--- src/hdl/irpd_pkg.sv ---
// ----------------------------------------------------------------------------
// irpd_pkg
// Shared types and constants for the IR pulse-distance transmitter.
// ----------------------------------------------------------------------------
package irpd_pkg;

    // Word length of a frame; bits WORD_BITS-1 down to 1 are sent
    localparam int WORD_BITS = 16;
    localparam int DATA_W    = 16;
    localparam int KEY_W     = $clog2(WORD_BITS);

    // Frame: six bursts with five sync gaps, then gap+burst per sent bit
    localparam int SEG_COUNT = 11 + 2 * (WORD_BITS - 1);
    localparam int SEG_W     = $clog2(SEG_COUNT);
    localparam int SIDX_W    = SEG_W + 1;
    localparam int SYNC_N    = 5;

    localparam logic [11:0] SYNC_GAPS [SYNC_N] = '{12'd2500, 12'd995, 12'd995,
                                                   12'd995, 12'd1945};

    // Queues between the three parts
    localparam int Q_DEPTH = 2;
    localparam int Q_PW    = $clog2(Q_DEPTH);
    localparam int Q_CW    = $clog2(Q_DEPTH + 1);

    // Configuration port
    localparam int PADDR_W = 5;
    localparam int PDATA_W = 32;

    typedef enum logic [2:0] {
        REG_TICKS   = 3'd0,
        REG_CTOP    = 3'd1,
        REG_CCMP    = 3'd2,
        REG_GAP_ADJ = 3'd3,
        REG_BURST   = 3'd4,
        REG_ONE_GAP = 3'd5,
        REG_ZERO_GAP = 3'd6
    } reg_idx_t;

    typedef enum logic {
        OP_TICK  = 1'b0,
        OP_START = 1'b1
    } op_t;

    typedef struct packed {
        logic [4:0]  ticks_per_us;
        logic [5:0]  carrier_top;
        logic [5:0]  carrier_compare;
        logic [9:0]  gap_adjust;
        logic [9:0]  burst_length;
        logic [11:0] one_gap;
        logic [11:0] zero_gap;
    } cfg_t;

    typedef struct packed {
        op_t              op;
        logic [DATA_W-1:0] word;
    } item_t;

    typedef struct packed {
        logic ir_out;
        logic busy;
        logic accepted;
        logic done;
    } res_t;

endpackage

--- src/hdl/irpd_cfg.sv ---
// ----------------------------------------------------------------------------
// irpd_cfg
// APB register file holding the timing and carrier settings.
// ----------------------------------------------------------------------------
module irpd_cfg
    import irpd_pkg::*;
(
    input  logic               clk,
    input  logic               rst_n,
    input  logic               psel,
    input  logic               penable,
    input  logic               pwrite,
    input  logic [PADDR_W-1:0] paddr,
    input  logic [PDATA_W-1:0] pwdata,
    output logic [PDATA_W-1:0] prdata,
    output logic               pready,
    output cfg_t               cfg
);

    logic [2:0] reg_idx;
    logic       wr_en;
    cfg_t       cfg_reg;

    assign pready  = 1'b1;
    assign reg_idx = paddr[PADDR_W-1:2];
    assign wr_en   = psel && penable && pwrite;
    assign cfg     = cfg_reg;

    always_ff @(posedge clk or negedge rst_n)
    begin
        if (!rst_n)
        begin
            cfg_reg.ticks_per_us    <= 5'd16;
            cfg_reg.carrier_top     <= 6'd35;
            cfg_reg.carrier_compare <= 6'd17;
            cfg_reg.gap_adjust      <= 10'd0;
            cfg_reg.burst_length    <= 10'd50;
            cfg_reg.one_gap         <= 12'd1500;
            cfg_reg.zero_gap        <= 12'd1000;
        end
        else if (wr_en)
        begin
            case (reg_idx)
                REG_TICKS:    cfg_reg.ticks_per_us    <= pwdata[4:0];
                REG_CTOP:     cfg_reg.carrier_top     <= pwdata[5:0];
                REG_CCMP:     cfg_reg.carrier_compare <= pwdata[5:0];
                REG_GAP_ADJ:  cfg_reg.gap_adjust      <= pwdata[9:0];
                REG_BURST:    cfg_reg.burst_length    <= pwdata[9:0];
                REG_ONE_GAP:  cfg_reg.one_gap         <= pwdata[11:0];
                REG_ZERO_GAP: cfg_reg.zero_gap        <= pwdata[11:0];
                default:      ;
            endcase
        end
    end

    always_comb
    begin
        case (reg_idx)
            REG_TICKS:    prdata = PDATA_W'(cfg_reg.ticks_per_us);
            REG_CTOP:     prdata = PDATA_W'(cfg_reg.carrier_top);
            REG_CCMP:     prdata = PDATA_W'(cfg_reg.carrier_compare);
            REG_GAP_ADJ:  prdata = PDATA_W'(cfg_reg.gap_adjust);
            REG_BURST:    prdata = PDATA_W'(cfg_reg.burst_length);
            REG_ONE_GAP:  prdata = PDATA_W'(cfg_reg.one_gap);
            REG_ZERO_GAP: prdata = PDATA_W'(cfg_reg.zero_gap);
            default:      prdata = '0;
        endcase
    end

endmodule

--- src/hdl/irpd_front.sv ---
// ----------------------------------------------------------------------------
// irpd_front
// Takes requests, classifies them as tick or start and queues them.
// ----------------------------------------------------------------------------
module irpd_front
    import irpd_pkg::*;
(
    input  logic              clk,
    input  logic              rst_n,
    input  logic              push,
    output logic              full,
    input  logic              operation,
    input  logic [DATA_W-1:0] data_word,
    output item_t             head,
    output logic              head_valid,
    input  logic              take
);

    item_t           q_mem [Q_DEPTH];
    logic [Q_PW-1:0] wr_ptr_reg, wr_ptr_next;
    logic [Q_PW-1:0] rd_ptr_reg, rd_ptr_next;
    logic [Q_CW-1:0] count_reg, count_next;
    logic            do_push;
    logic            do_pop;
    item_t           new_item;

    assign full       = (count_reg == Q_CW'(Q_DEPTH));
    assign head_valid = (count_reg != '0);
    assign head       = q_mem[rd_ptr_reg];
    assign do_push    = push && !full;
    assign do_pop     = take && head_valid;

    always_comb
    begin
        new_item.op   = op_t'(operation);
        new_item.word = data_word;
    end

    always_comb
    begin
        wr_ptr_next = wr_ptr_reg;
        rd_ptr_next = rd_ptr_reg;
        count_next  = count_reg;
        if (do_push)
            wr_ptr_next = (wr_ptr_reg == Q_PW'(Q_DEPTH - 1)) ? '0 : wr_ptr_reg + Q_PW'(1);
        if (do_pop)
            rd_ptr_next = (rd_ptr_reg == Q_PW'(Q_DEPTH - 1)) ? '0 : rd_ptr_reg + Q_PW'(1);
        if (do_push && !do_pop)
            count_next = count_reg + Q_CW'(1);
        else if (do_pop && !do_push)
            count_next = count_reg - Q_CW'(1);
    end

    always_ff @(posedge clk or negedge rst_n)
    begin
        if (!rst_n)
        begin
            wr_ptr_reg <= '0;
            rd_ptr_reg <= '0;
            count_reg  <= '0;
        end
        else
        begin
            wr_ptr_reg <= wr_ptr_next;
            rd_ptr_reg <= rd_ptr_next;
            count_reg  <= count_next;
        end
    end

    always_ff @(posedge clk)
    begin
        if (do_push)
            q_mem[wr_ptr_reg] <= new_item;
    end

endmodule

--- src/hdl/irpd_back.sv ---
// ----------------------------------------------------------------------------
// irpd_back
// Frame sequencer: carrier, microsecond timer, segment walk, result queue.
// ----------------------------------------------------------------------------
module irpd_back
    import irpd_pkg::*;
(
    input  logic  clk,
    input  logic  rst_n,
    input  cfg_t  cfg,
    input  item_t head,
    input  logic  head_valid,
    output logic  take,
    output res_t  res_head,
    output logic  res_empty,
    input  logic  res_pop
);

    // Sequencer state
    logic [5:0]           carrier_reg, carrier_next;
    logic [4:0]           prescale_reg, prescale_next;
    logic [11:0]          remaining_reg, remaining_next;
    logic [SEG_W-1:0]     seg_reg, seg_next;
    logic [WORD_BITS-1:0] bit_shift_reg, bit_shift_next;
    logic                 burst_reg, burst_next;
    logic                 sending_reg, sending_next;

    // Result queue
    res_t            r_mem [Q_DEPTH];
    logic [Q_PW-1:0] r_wr_reg, r_wr_next;
    logic [Q_PW-1:0] r_rd_reg, r_rd_next;
    logic [Q_CW-1:0] r_count_reg, r_count_next;
    logic            r_pop;

    logic                 exec;
    logic                 is_start;
    logic                 enter;
    logic                 accepted;
    logic                 done;
    logic [WORD_BITS-1:0] word_sel;
    logic [SIDX_W-1:0]    search_start;
    logic                 found;
    logic [SEG_W-1:0]     found_idx;
    logic [11:0]          found_len;
    logic                 nz_j;
    logic                 one_nz;
    logic                 zero_nz;
    logic                 burst_nz;
    logic [SYNC_N-1:0]    sync_nz;
    logic [11:0]          adj;
    res_t                 res_new;

    function automatic logic [11:0] seg_len(input logic [SEG_W-1:0]     idx,
                                            input logic [WORD_BITS-1:0] word,
                                            input cfg_t                 c);
        logic [11:0] gap;
        int          k;
        k = WORD_BITS - 1 - ((int'(idx) - 11) >>> 1);
        if (!idx[0])
            return 12'(c.burst_length);
        if (idx < SEG_W'(10))
            gap = SYNC_GAPS[idx[3:1]];
        else
            gap = word[k[KEY_W-1:0]] ? c.one_gap : c.zero_gap;
        return (gap > 12'(c.gap_adjust)) ? gap - 12'(c.gap_adjust) : 12'd0;
    endfunction

    assign r_pop     = res_pop && !res_empty;
    assign res_empty = (r_count_reg == '0);
    assign res_head  = r_mem[r_rd_reg];
    assign exec      = head_valid && ((r_count_reg != Q_CW'(Q_DEPTH)) || r_pop);
    assign take      = exec;
    assign is_start  = (head.op == OP_START);
    assign adj       = 12'(cfg.gap_adjust);

    // Which segment classes have nonzero length under the current settings
    always_comb
    begin
        one_nz   = cfg.one_gap > adj;
        zero_nz  = cfg.zero_gap > adj;
        burst_nz = (cfg.burst_length != '0);
        for (int s = 0; s < SYNC_N; s++)
            sync_nz[s] = SYNC_GAPS[s] > adj;
    end

    // First nonzero segment at or after search_start
    always_comb
    begin
        word_sel     = is_start ? WORD_BITS'(head.word) : bit_shift_reg;
        search_start = is_start ? '0 : SIDX_W'(seg_reg) + SIDX_W'(1);
        found        = 1'b0;
        found_idx    = '0;
        nz_j         = 1'b0;
        for (int j = SEG_COUNT - 1; j >= 0; j--)
        begin
            if ((j & 1) == 0)
                nz_j = burst_nz;
            else if (j < 10)
                nz_j = sync_nz[j >> 1];
            else
                nz_j = word_sel[WORD_BITS - 1 - ((j - 11) >> 1)] ? one_nz : zero_nz;
            if (nz_j && (SIDX_W'(j) >= search_start))
            begin
                found     = 1'b1;
                found_idx = SEG_W'(j);
            end
        end
        found_len = seg_len(found_idx, word_sel, cfg);
    end

    always_comb
    begin
        carrier_next   = carrier_reg;
        prescale_next  = prescale_reg;
        remaining_next = remaining_reg;
        seg_next       = seg_reg;
        bit_shift_next = bit_shift_reg;
        burst_next     = burst_reg;
        sending_next   = sending_reg;
        enter          = 1'b0;
        accepted       = 1'b0;
        done           = 1'b0;

        if (is_start)
        begin
            // start while a frame is running is dropped
            if (!sending_reg)
            begin
                bit_shift_next = WORD_BITS'(head.word);
                sending_next   = 1'b1;
                accepted       = 1'b1;
                enter          = 1'b1;
            end
        end
        else
        begin
            carrier_next = (carrier_reg >= cfg.carrier_top) ? '0 : carrier_reg + 6'd1;
            if (sending_reg)
            begin
                // rate of zero behaves as one
                if ({1'b0, prescale_reg} + 6'd1 >= {1'b0, cfg.ticks_per_us})
                begin
                    prescale_next = '0;
                    if (remaining_reg <= 12'd1)
                        enter = 1'b1;
                    else
                        remaining_next = remaining_reg - 12'd1;
                end
                else
                begin
                    prescale_next = prescale_reg + 5'd1;
                end
            end
        end

        if (enter)
        begin
            prescale_next = '0;
            if (found)
            begin
                seg_next       = found_idx;
                remaining_next = found_len;
                burst_next     = !found_idx[0];
            end
            else
            begin
                seg_next       = '0;
                remaining_next = '0;
                burst_next     = 1'b0;
                sending_next   = 1'b0;
                done           = 1'b1;
            end
        end

        res_new.ir_out   = burst_next && sending_next && (carrier_next <= cfg.carrier_compare);
        res_new.busy     = sending_next;
        res_new.accepted = accepted;
        res_new.done     = done;
    end

    always_comb
    begin
        r_wr_next    = r_wr_reg;
        r_rd_next    = r_rd_reg;
        r_count_next = r_count_reg;
        if (exec)
            r_wr_next = (r_wr_reg == Q_PW'(Q_DEPTH - 1)) ? '0 : r_wr_reg + Q_PW'(1);
        if (r_pop)
            r_rd_next = (r_rd_reg == Q_PW'(Q_DEPTH - 1)) ? '0 : r_rd_reg + Q_PW'(1);
        if (exec && !r_pop)
            r_count_next = r_count_reg + Q_CW'(1);
        else if (r_pop && !exec)
            r_count_next = r_count_reg - Q_CW'(1);
    end

    always_ff @(posedge clk or negedge rst_n)
    begin
        if (!rst_n)
        begin
            carrier_reg   <= '0;
            prescale_reg  <= '0;
            remaining_reg <= '0;
            seg_reg       <= '0;
            bit_shift_reg <= '0;
            burst_reg     <= 1'b0;
            sending_reg   <= 1'b0;
            r_wr_reg      <= '0;
            r_rd_reg      <= '0;
            r_count_reg   <= '0;
        end
        else
        begin
            if (exec)
            begin
                carrier_reg   <= carrier_next;
                prescale_reg  <= prescale_next;
                remaining_reg <= remaining_next;
                seg_reg       <= seg_next;
                bit_shift_reg <= bit_shift_next;
                burst_reg     <= burst_next;
                sending_reg   <= sending_next;
            end
            r_wr_reg    <= r_wr_next;
            r_rd_reg    <= r_rd_next;
            r_count_reg <= r_count_next;
        end
    end

    always_ff @(posedge clk)
    begin
        if (exec)
            r_mem[r_wr_reg] <= res_new;
    end

endmodule

--- src/hdl/ir_pulse_distance_transmitter.sv ---
// ----------------------------------------------------------------------------
// ir_pulse_distance_transmitter
// IR pulse-distance frame transmitter with queue-style request/result ports.
// ----------------------------------------------------------------------------
// Each request is a timer tick or a start; each gives exactly one result
// (LED level, busy, start taken, frame done). One request per clock is
// sustained unless the result queue is full and not popped. A result can be
// popped once its request has passed through the two-entry request queue and
// the two-entry result queue. Either side may stall without stopping the
// other until its queue fills. The user must write settings over the APB port
// only while no request is in flight; the block itself does not enforce this.
module ir_pulse_distance_transmitter
    import irpd_pkg::*;
(
    input  logic               clk,
    input  logic               rst_n,
    input  logic               push,
    output logic               full,
    input  logic               operation,
    input  logic [DATA_W-1:0]  data_word,
    output logic               empty,
    input  logic               pop,
    output logic               ir_out,
    output logic               busy_res,
    output logic               start_accepted,
    output logic               frame_done,
    input  logic               psel,
    input  logic               penable,
    input  logic               pwrite,
    input  logic [PADDR_W-1:0] paddr,
    input  logic [PDATA_W-1:0] pwdata,
    output logic [PDATA_W-1:0] prdata,
    output logic               pready
);

    cfg_t  cfg;
    item_t head;
    logic  head_valid;
    logic  take;
    res_t  res_head;

    irpd_cfg u_cfg (
        .clk     (clk),
        .rst_n   (rst_n),
        .psel    (psel),
        .penable (penable),
        .pwrite  (pwrite),
        .paddr   (paddr),
        .pwdata  (pwdata),
        .prdata  (prdata),
        .pready  (pready),
        .cfg     (cfg)
    );

    irpd_front u_front (
        .clk        (clk),
        .rst_n      (rst_n),
        .push       (push),
        .full       (full),
        .operation  (operation),
        .data_word  (data_word),
        .head       (head),
        .head_valid (head_valid),
        .take       (take)
    );

    irpd_back u_back (
        .clk        (clk),
        .rst_n      (rst_n),
        .cfg        (cfg),
        .head       (head),
        .head_valid (head_valid),
        .take       (take),
        .res_head   (res_head),
        .res_empty  (empty),
        .res_pop    (pop)
    );

    assign ir_out         = res_head.ir_out;
    assign busy_res       = res_head.busy;
    assign start_accepted = res_head.accepted;
    assign frame_done     = res_head.done;

endmodule

--- config.mk ---
export PLATFORM = sky130hd
export DESIGN_NAME = ir_pulse_distance_transmitter
export DESIGN_NICKNAME = d
export VERILOG_FILES = /design/src/hdl/irpd_pkg.sv /design/src/hdl/irpd_cfg.sv /design/src/hdl/irpd_front.sv /design/src/hdl/irpd_back.sv /design/src/hdl/ir_pulse_distance_transmitter.sv
export SDC_FILE = /design/constraint.sdc
export NUM_CORES = 1
export LEC_CHECK = 0
export BUFFER_PORTS_ARGS = -buffer_cell sky130_fd_sc_hd__clkbuf_2
export CORE_ASPECT_RATIO = 1.75
export CORE_MARGIN = 5
export CORE_UTILIZATION = 44
export DETAILED_ROUTE_END_ITERATION = 8
export GPL_ROUTABILITY_DRIVEN = 0
export PLACE_DENSITY_LB_ADDON = 0.08
export SETUP_SLACK_MARGIN = 0.15
export SYNTH_ARGS = -nofsm -noshare
export SYNTH_HDL_FRONTEND = slang
export SYNTH_HIERARCHICAL = 1
export SYNTH_SLANG_ARGS = --single-unit
--- constraint.sdc ---
create_clock -name clk -period 20.9 [get_ports clk]
set_clock_uncertainty 0.05 [all_clocks]
set_input_delay 2.09 -clock clk [delete_from_list [all_inputs] [get_ports clk]]
set_output_delay 2.09 -clock clk [all_outputs]
set_load 0.03 [all_outputs]
After elaboration in Yosys (flattened, before gate mapping)

Memory sizes are Yosys's and may differ from the RTL's.
Index checks and enable logic that the tools add are counted.
Widths: inputs -> output; s select.

Add/subtract/negate cells: 16
Multiplexer cells: 147
Bitwise logic cells: 2
Reductions and logical operators: 80
Equal/unequal tests: 10
Order comparisons: 54

Operators with widths:

| cell                  | number |
|---|---|
| $mux 6                | 44 |
| $mux 12               | 13 |
| $ge 5x7->1 const A    | 16 |
| $pmux 12 s7           | 1 |
| $mux 1                | 78 |
| $ge 6x7->1 const A    | 9 |
| $ge 4x7->1 const A    | 8 |
| $logic_and 1x1->1     | 53 |
| $gt 12x10->1          | 3 |
| $ge 3x7->1 const A    | 4 |
| $mux 5                | 4 |
| $mux 16               | 1 |
| $reduce_and 2->1      | 8 |
| $ge 1x7->1 const A    | 2 |
| $ge 2x7->1 const A    | 2 |
| $gt 12x10->1 const A  | 1 |
| $le 12x1->1 const B   | 1 |
| $sub 12x1->12 const B | 1 |
| $sub 12x10->12        | 1 |
| $gt 11x10->1 const A  | 1 |
| $gt 10x10->1 const A  | 1 |
| $reduce_bool 10->1    | 1 |
| $reduce_bool 2->1     | 5 |
| $eq 3x3->1 const B    | 3 |
| other kinds (31)      | 48 |

Output and inout port bits: 39
RAM bits: 42
ROM bits: 96
Word-level logic and storage cells: 332
Memories: 3
Register bits after elaboration: 116
Input port bits: 61

Memory list:

| name            | depth | width | rd ports | clocked after memory_dff | write ports | line             | text |
|---|---|---|---|---|---|---|---|
| (no name shown) | 8     | 12    | 1        | 0                        | 0           | irpd_back.sv:62  | `gap = SYNC_GAPS[idx[3:1]];` |
| u_front.q_mem   | 2     | 17    | 1        | 0                        | 1           | irpd_front.sv:19 | `item_t q_mem [Q_DEPTH];` |
| u_back.r_mem    | 2     | 4     | 1        | 0                        | 1           | irpd_back.sv:29  | `res_t r_mem [Q_DEPTH];` |

Depth between registers and ports, before layout

Gate-level depths: netlist of the first run.

Depth after elaboration: 57
Depth in mapped cells: 45
Gate-level depth less buffers: 40

Modules after synthesis

The synthesis of the first run kept the hierarchy.

Modules (own cells, without submodules):

| module     | area an instance (µm²) | times used | cells an instance | sequential area each (µm²) |
|---|---|---|---|---|
| irpd_back  | 6894.1                 | 1          | 843               | 1516.5 |
| irpd_cfg   | 3105.5                 | 1          | 236               | 1554.0 |
| irpd_front | 1477.7                 | 1          | 72                | 1121.1 |

Least setup slack after synthesis of the first run

OpenSTA, ideal clock, no wires.

Path kind: register to register
From: register u_front.rd_ptr_reg
To: register u_back.remaining_reg[11]
Data required time: 20.754 ns
Cell stages (with the launch flop): 43
Buffers on the path: 7
Setup slack: 13.344 ns
Arrival: 7.410 ns
Path through: dfrtp_1 > buf_6 > mux2_2 > buf_2 > buf_4 > buf_2 > mux2i_1 > nor2_1 > a21oi_1 > a22oi_1 > a2111oi_0 > nor4_1 > a41oi_1 > a21oi_1 > a31oi_1 > clkbuf_1 > ha_1 > clkbuf_1 > [... 7 more ...] > buf_4 > a211oi_1 > nor2_1 > ha_1 > nor2b_1 > o21ai_0 > a21boi_0 > o21ai_0 > a21boi_0 > o21ai_0 > nand2b_1 > a21oi_1 > o21bai_1 > a21o_1 > o31ai_1 > a31oi_1 > xor2_1 > o31ai_1

RTL lines:

| item                   | line             | text |
|---|---|---|
| from (decl)            | irpd_front.sv:21 | `logic [Q_PW-1:0] rd_ptr_reg, rd_ptr_next;` |
| from (signal assigned) | irpd_front.sv:65 | `rd_ptr_reg <= rd_ptr_next;` |
| to (signal assigned)   | irpd_back.sv:217 | `remaining_reg <= remaining_next;` |
| to (decl)              | irpd_back.sv:22  | `logic [11:0] remaining_reg, remaining_next;` |

==> key figures, run 1 <==
Outcome
  – Result of the run: completed

Timing
  – Finish-stage setup viols: 0
  – Transition time at the pin with the least slew margin: 0.995 ns
  – Final number of max-transition violations: 0
  – Period utilisation layout: 48.4%
  – Slew margin rel.: 31.8%
  – Hold violation count in the final report: 0
  – Total Negative Setup Slacks: 0 ns
  – Post-layout minimum cycle time: 10.11 ns
  – Maximum clock frequency: 98.9 MHz
  – Unrepaired setup endpoints after global routing: false

Placed design
  – HPWL reported at the end of detailed placement: 25900 µm
  – Total placed cells including tap cells: 1485
  – IO buf count: 56

Finish
  – Post-layout nets: 1303
  – Layout fillers: 2486
  – Share of layout cells above drive strength 1: 22.6%
  – Synth-to-layout area growth: 8.78%
  – Filler-free cell count of the finished design: 1517
  – Number of flip-flops under the largest register name: 61
  – Sequential standard cell area: 4190 µm²
  – Area used by multi-input combinational logic: 6740 µm²
  – Antenna diodes: 0

Logic synthesis
  – Cell count after synthesis: 1151
  – Number of enable-type register cells in the synthesized netlist: 42
  – Dominant cell type by area after synthesis: dfrtp_1
  – Avg Inst Size Synth: 9.97 µm²
  – Async set or reset register ratio after synthesis: 73.4%
  – Yosys warning count: 6
  – Top FF cell, synth: dfrtp_1
  – Synthesis-stage register bit count: 158
  – Sequential share of the synthesized area: 36.5%
  – Largest cells by area after synthesis: dfrtp_1 20%, edfxtp_1 11%, mux2_2 9.5%, ha_1 6.2%, dfstp_2 5.0%
  – Netlist cell types: 102
  – Cell area after technology mapping: 11500 µm²
  – Area share of the largest cell type after synthesis: 20.5%

Routing
  – Average via count per standard cell: 6.03
  – Via count: 9153
  – Final ANT Viol Nets: 0
  – DRC errors left: 0
  – WL/cell: 22.2 µm
  – Violation count after the first detailed-route iteration: 637
  – Pre-antenna DRT Iters: 5
  – Drt total wl: 33600 µm

Job
  – Number of max-capacitance violations reported: 0

CTS
  – Maximum number of buffers from clock root to sink: 2
  – TritonCTS buffer count: 17
  – Clock-pin slew reported for the worst setup and hold paths after clock tree synthesis: 0.07 ns
  – Post-CTS repair timing setup buffer count: 0
  – Clock tree from TritonCTS: done
  – Post-CTS Hold Buffers: 0
  – Insertion delay to the later sink of the worst-skew pair: 0.45 ns
  – Count of clock tree sinks: 158
  – Total of cells resized after clock tree synthesis: 0
  – Maximum level of the CTS H-tree: 4
  – CTS root buffer: clkbuf_16

Critical path
  – Critical Path AT: 10.37 ns
  – Most frequent cell on the critical path: mux2i_1
  – Maximum cell stage delay along the critical path: 0.97 ns
  – Worst Setup End Kind: flop
  – Maximum net fanout on the critical path: 21
  – Worst setup SP type: flop
  – Kind of critical path: flop to flop
  – Data required, critical path: 21.16 ns
  – Critical path's slowest cell: dfrtp_1

Global route
  – Via count of the first global-routing pass: 9257
  – Initial antenna violation count: 0
  – Global-route usage over all layers: 22.5%
  – First-pass GRT wire length: 52100 µm
  – Grt total ovfl: 0
  – Pin count of the biggest net entering global routing: 72

Die
  – Core box area: 25900 µm²
  – DIE AREA: 29500 µm²
  – Height of the chip: 224 µm
  – I/O pin total: 100
  – Horizontal extent of the die: 132 µm
  – Number of cell rows: 78
  – Effective utilization at floorplan: 44.4%

Pwr
  – IR Drop Worst-Case VDD: 73.8 µV
  – Pwr dens: 147 nW/µm²
  – Leakage power total: 0.00522 µW

Worst hold path
  – Classification of the worst-slack hold path: flop to flop
[layer usage]
| metal | vias to the layer above | wire length, µm | track usage [%] |
|---|---|---|---|
| met5 | - | 0 | 0 |
| met4 | 0 | 1760 | 12.0 |
| met3 | 76 | 945 | 3.12 |
| met2 | 248 | 18300 | 42.5 |
| met1 | 4498 | 12700 | 23.8 |
| li1 | 4331 | - | - |
[critical path: cells and delay by family, from the launching register on]
family / cells / cell delay [ns]
AOI/OAI and AO/OA: 19 / 3.96
xor gates and xnor gates: 1 / 0.26
adders and majority gates: 2 / 0.80
buffers and inverters: 4 / 0.97
DFF: 1 / 0.97
muxes: 7 / 2.13
and+or+nand+nor: 4 / 0.75
[cells in the mapped netlist, types with 4 or more instances]
master	instances
o31ai_1	7
a21o_1	13
o21ai_1	13
mux2_1	6
nand3_1	21
and3_1	8
a221o_1	4
a22oi_1	6
edfxtp_1	42
buf_4	30
nand4_1	13
a21boi_0	11
o21a_1	8
o2111ai_1	7
xor2_1	12
and4_1	5
nand3b_1	6
o22ai_1	4
nor2b_1	17
mux2_4	16
buf_2	20
o21ai_0	55
nand4b_1	7
nor4b_1	5
nor2_1	90
a31oi_1	28
a21oi_1	56
nand2_1	83
clkbuf_1	15
ha_1	57
nor4_1	8
dfstp_2	22
nor3_1	17
mux2_2	97
inv_1	46
nand2b_1	16
or3_1	5
a211oi_1	13
xnor2_1	22
dfrtp_1	94
mux2i_1	43
o211ai_1	12
[metrics by stage]
step                hold WS [ns]  instance area, µm²  total power, µW  setup WS, ns  utilization, %
floorplan                  0.406               11500             1240         13.34               -
global placement           0.426               11900             1490         11.04            45.9
detailed placement         0.430               11900             1510         10.92            45.9
CTS                        0.443               12500             1850         10.86            48.3
global route               0.466               12500             1960         10.06            48.3
finish                     0.444               12500             1840         10.79            48.3
[cells by family after synthesis]
family / share of synthesized area [%]
AOI/OAI and AO/OA: 17.5
xor gates and xnor gates: 2.74
adders and majority gates: 6.39
buffers and inverters: 5.36
DFF: 36.5
muxes: 16.5
other: 0.0654
and+or+nand+nor: 14.9
[area by class of cell]
class	count	share of cell area, %
Tap cell	320	3.21
Timing Repair Buffer	66	2.87
Clock buffer	17	3.41
Sequential cell	158	33.6
Clock inverter	15	1.56
Multi-Input combinational cell	895	54.0
Inverter	46	1.38
[path summary, 6_finish.rpt]
| path | slack, ns | endpoint | from | cells after the start |
|---|---|---|---|---|
| max in group asynchronous | 17.79 | u_back/bit_shift_reg[12]$_DFFE_PN0P_ | rst_n | 2 |
| worst max-delay path | 10.79 | u_back/remaining_reg[11]$_DFFE_PN0P_ | u_front/rd_ptr_reg$_DFFE_PN0P_ | 37 |
| worst min register to register | 0.44 | u_back/r_wr_reg$_DFFE_PN0P_ | u_back/r_wr_reg$_DFFE_PN0P_ | 1 |
| worst max register to register | 10.79 | u_back/remaining_reg[11]$_DFFE_PN0P_ | u_front/rd_ptr_reg$_DFFE_PN0P_ | 37 |
| worst min-delay path | 0.44 | u_back/r_wr_reg$_DFFE_PN0P_ | u_back/r_wr_reg$_DFFE_PN0P_ | 1 |
| min in group asynchronous | 1.59 | u_back/r_count_reg[0]$_DFFE_PN0P_ | rst_n | 1 |
[placed cells by master (no fill, tap or decap), types with 6 or more instances in the layout]
master     count
mux2_2        97
dfrtp_1       94
nor2_1        90
nand2_1       83
ha_1          57
a21oi_1       56
clkbuf_2      55
o21ai_0       55
inv_1         46
mux2i_1       43
edfxtp_1      42
a31oi_1       28
xnor2_1       22
dfstp_2       22
nand3_1       21
conb_1        21
clkbuf_16     17
nor2b_1       17
nor3_1        17
nand2b_1      16
mux2_4        16
a21o_1        13
nand4_1       13
a211oi_1      13
o21ai_1       13
xor2_1        12
o211ai_1      12
buf_4         11
a21boi_0      11
inv_8          8
o21a_1         8
nor4_1         8
and3_1         8
nand4b_1       7
o31ai_1        7
o2111ai_1      7
nand3b_1       6
a22oi_1        6
mux2_1         6
[power by group]
group,internal (µW),switching [µW],total (µW),leakage (µW)
clock network,174,154,328,0.000305
logic,394,594,988,0.00312
registers,424,95.4,519,0.00179
total,992,844,1840,0.00522
Note: power is estimated with default switching activity, not from simulation.
==> run 2, diff against run 1 <==
==> constraint.sdc (replaced) <==
create_clock -name clk -period 8.8 [get_ports clk]
set_clock_uncertainty 0.05 [all_clocks]
set_input_delay 0.88 -clock clk [delete_from_list [all_inputs] [get_ports clk]]
set_output_delay 0.88 -clock clk [all_outputs]
set_load 0.03 [all_outputs]
==> run 2 against run 1 <==
  * Hold slack got worse by 0.037 ns
  * Combinational power rose to 2.6 times the previous value
  * Worst setup slack got worse by 10 ns
  * Wire length rose by 0.51%
  * Sequential power rose by 130%
  * Utilization rose by 1.2 points
  * Critical path depth did not move
  * Die area did not move
  * Non-clock buffer count rose by 37
  * Highest routed layer unchanged
==> key figures, run 2 (synthesis results as in run 1) <==
Pwr
  – Leakage power total: 0.00540 µW (+3.5%)
  – Power consumption: 4480 µW (+140%)
  – Net load switching power: 2020 µW (+140%)
  – Pwr dens: 350 nW/µm² (+140%)
  – IR Drop Worst-Case VDD: 202 µV (+170%)
  – Clock network power share: 16.4% (-1.5 points)
  – Int Pwr: 2460 µW (+150%)
  – Share of total power in combinational logic: 57.0% (+3.2 points)
  – Switching Share: 45.1% (-0.85 points)
  – Reg power frac: 26.5% (-1.8 points)

Timing
  – Maximum clock frequency: 122 MHz (+24%)
  – Total Negative Setup Slacks: 0 ns (unchanged)
  – Final number of max-transition violations: 0 (unchanged)
  – Worst hold margin: 0.407 ns (-0.0370 ns)
  – Slew margin rel.: 30.7% (-1.1 points)
  – Hold violation count in the final report: 0 (unchanged)
  – Unrepaired setup endpoints after global routing: true
  – Final critical-path setup slack: 0.632 ns (-10.16 ns)
  – Post-layout minimum cycle time: 8.17 ns (-1.94 ns)
  – Period utilisation layout: 92.8% (+44 points)
  – Finish-stage setup viols: 0 (unchanged)
  – Transition time at the pin with the least slew margin: 1.04 ns (+0.0442 ns)

Critical path
  – Critical Path AT: 8.44 ns (-1.93 ns)
  – Data required, critical path: 9.07 ns (-12.09 ns)
  – Reg-to-reg setup timing slack: 0.63 ns (-10.16 ns)
  – Worst setup SP type: flop
  – Critical path capture point: u_back/remaining_reg[2]$_DFFE_PN0P_
  – Most frequent cell on the critical path: a21oi_1
  – Maximum net fanout on the critical path: 15 (-29%)
  – Kind of critical path: flop to flop
  – R2R cell count: 37 (unchanged)
  – Worst setup path startpoint: u_cfg/cfg[39]$_DFFE_PN0P_
  – Maximum cell stage delay along the critical path: 0.44 ns (-0.53 ns)
  – Worst r2r dst: u_back/remaining_reg[2]$_DFFE_PN0P_
  – Critical register-to-register path startpoint: u_cfg/cfg[39]$_DFFE_PN0P_
  – Critical path's slowest cell: ha_2
  – Worst Setup End Kind: flop

CTS
  – Maximum level of the CTS H-tree: 4 (unchanged)
  – Clock-pin slew reported for the worst setup and hold paths after clock tree synthesis: 0.07 ns (about the same)
  – Insertion delay to the later sink of the worst-skew pair: 0.45 ns (about the same)
  – Maximum number of buffers from clock root to sink: 2 (unchanged)
  – TritonCTS buffer count: 17 (unchanged)
  – Count of clock tree sinks: 158 (unchanged)
  – Clock tree from TritonCTS: done
  – Post-CTS Hold Buffers: 0 (unchanged)
  – CTS root buffer: clkbuf_16

Routing
  – WL/cell: 21.8 µm (-1.9%)
  – DRC errors left: 0 (unchanged)
  – Average via count per standard cell: 5.93 (-1.7%)
  – Drt total wl: 33800 µm (+0.51%)
  – Violation count after the first detailed-route iteration: 579 (-9.1%)
  – Pre-antenna DRT Iters: 5 (unchanged)
  – Final ANT Viol Nets: 0 (unchanged)
  – Via count: 9220 (+0.73%)

Die
  – Number of cell rows: 78 (unchanged)
  – Effective utilization at floorplan: 44.4% (unchanged)
  – Horizontal extent of the die: 132 µm (unchanged)
  – DIE AREA: 29500 µm² (unchanged)
  – I/O pin total: 100 (unchanged)
  – Core box area: 25900 µm² (unchanged)
  – Height of the chip: 224 µm (unchanged)

Finish
  – Share of layout cells above drive strength 1: 25.7% (+3.0 points)
  – Sequential standard cell area: 4190 µm² (unchanged)
  – Layout fillers: 2416 (-2.8%)
  – Area used by multi-input combinational logic: 6790 µm² (+0.67%)
  – Finished layout cell area: 12800 µm² (+2.4%)
  – Post-layout nets: 1340 (+2.8%)
  – Most common library cell in the layout ignoring fill and taps: mux2_2
  – Leading cell types in the layout, fill and taps excluded: 96 x mux2_2, 94 x dfrtp_1, 89 x nor2_1
  – Number of flip-flops under the largest register name: 61 (unchanged)
  – Antenna diodes: 0 (unchanged)
  – Synth-to-layout area growth: 11.4%

Outcome
  – Result of the run: completed

Worst hold path
  – Classification of the worst-slack hold path: primary input to asynchronous set/reset pin

Placed design
  – Placed Area: 12100 µm² (+2.4%)
  – HPWL reported at the end of detailed placement: 26600 µm (+2.5%)
  – IO buf count: 56 (unchanged)
  – Pre-CTS WS: 0.463 ns (-10.45 ns)

Global route
  – Initial antenna violation count: 0 (unchanged)
  – First-pass GRT wire length: 52200 µm (+0.18%)
  – Pin count of the biggest net entering global routing: 67 (-6.9%)
  – Grt total ovfl: 0 (unchanged)
  – Via count of the first global-routing pass: 9161 (-1.0%)
  – Global-route usage over all layers: 22.7% (+0.17 points)

Job
  – Number of max-capacitance violations reported: 0 (unchanged)
run 2: final cells by class:
class	count	share of cell area (%)
clock buffer	17	3.33
tap	320	3.13
clock inverter	15	1.29
timing repair buffer	103	5.07
inverter	46	1.35
multi-input combinational	895	53.1
sequential	158	32.8
run 2: timing repair:
item,4_1_cts,5_1_grt
endpoints found under the hold margin,0,0
setup buffers,0,1
setup endpoints to repair,0,12
resized for setup,0,14
run 2: how the worst min path moves through the flow:
stage / cells after the start / from / to / slack, ns
finish: 1 / rst_n / u_back/r_count_reg[1]$_DFFE_PN0P_ / 0.41
global route: 1 / rst_n / u_back/r_count_reg[1]$_DFFE_PN0P_ / 0.46
CTS: 1 / rst_n / u_back/r_count_reg[1]$_DFFE_PN0P_ / 0.42
detailed placement: 1 / u_front/count_reg[1]$_DFFE_PN0P_ / u_front/count_reg[1]$_DFFE_PN0P_ / 0.43
global placement: 1 / u_front/count_reg[1]$_DFFE_PN0P_ / u_front/count_reg[1]$_DFFE_PN0P_ / 0.42
floorplan: 1 / u_front/count_reg[1]$_DFFE_PN0P_ / u_front/count_reg[1]$_DFFE_PN0P_ / 0.41
run 2: critical path: cells and delay by family (launching register included):
kind	cells	cell delay, ns
AOI/OAI and AO/OA	18	3.70
muxes	6	1.40
adders and majority gates	3	1.02
buffers and inverters	6	0.92
and+or+nand+nor	4	0.53
DFF	1	0.41
run 2: per-layer routing:
layer  global-route usage (%)  part of all wire (%)  vias to the layer above
met5                        0                     0                        -
met4                     12.7                   5.7                        0
met3                     3.48                   3.1                       82
met2                     42.2                    55                      254
met1                     24.1                    37                     4476
li1                         -                     -                     4408
run 2: power groups by stage:
stage	clock network (µW)	registers, µW	logic, µW
after floorplan	0	1140	1820
after global placement	0	1200	2490
after detailed placement	0	1200	2520
after CTS	758	1190	2530
after global routing	788	1220	2800
final	736	1190	2560
run 2: metrics by stage:
| step | util, % | std cells |
|---|---|---|
| 3_5_place_dp | 47.0 | 1521 |
| 4_1_cts | 49.3 | 1553 |
| 2_1_floorplan | - | 1170 |
| 6_report | 49.5 | 1554 |
| 5_1_grt | 49.5 | 1554 |
| 3_3_place_gp | 47.0 | 1521 |
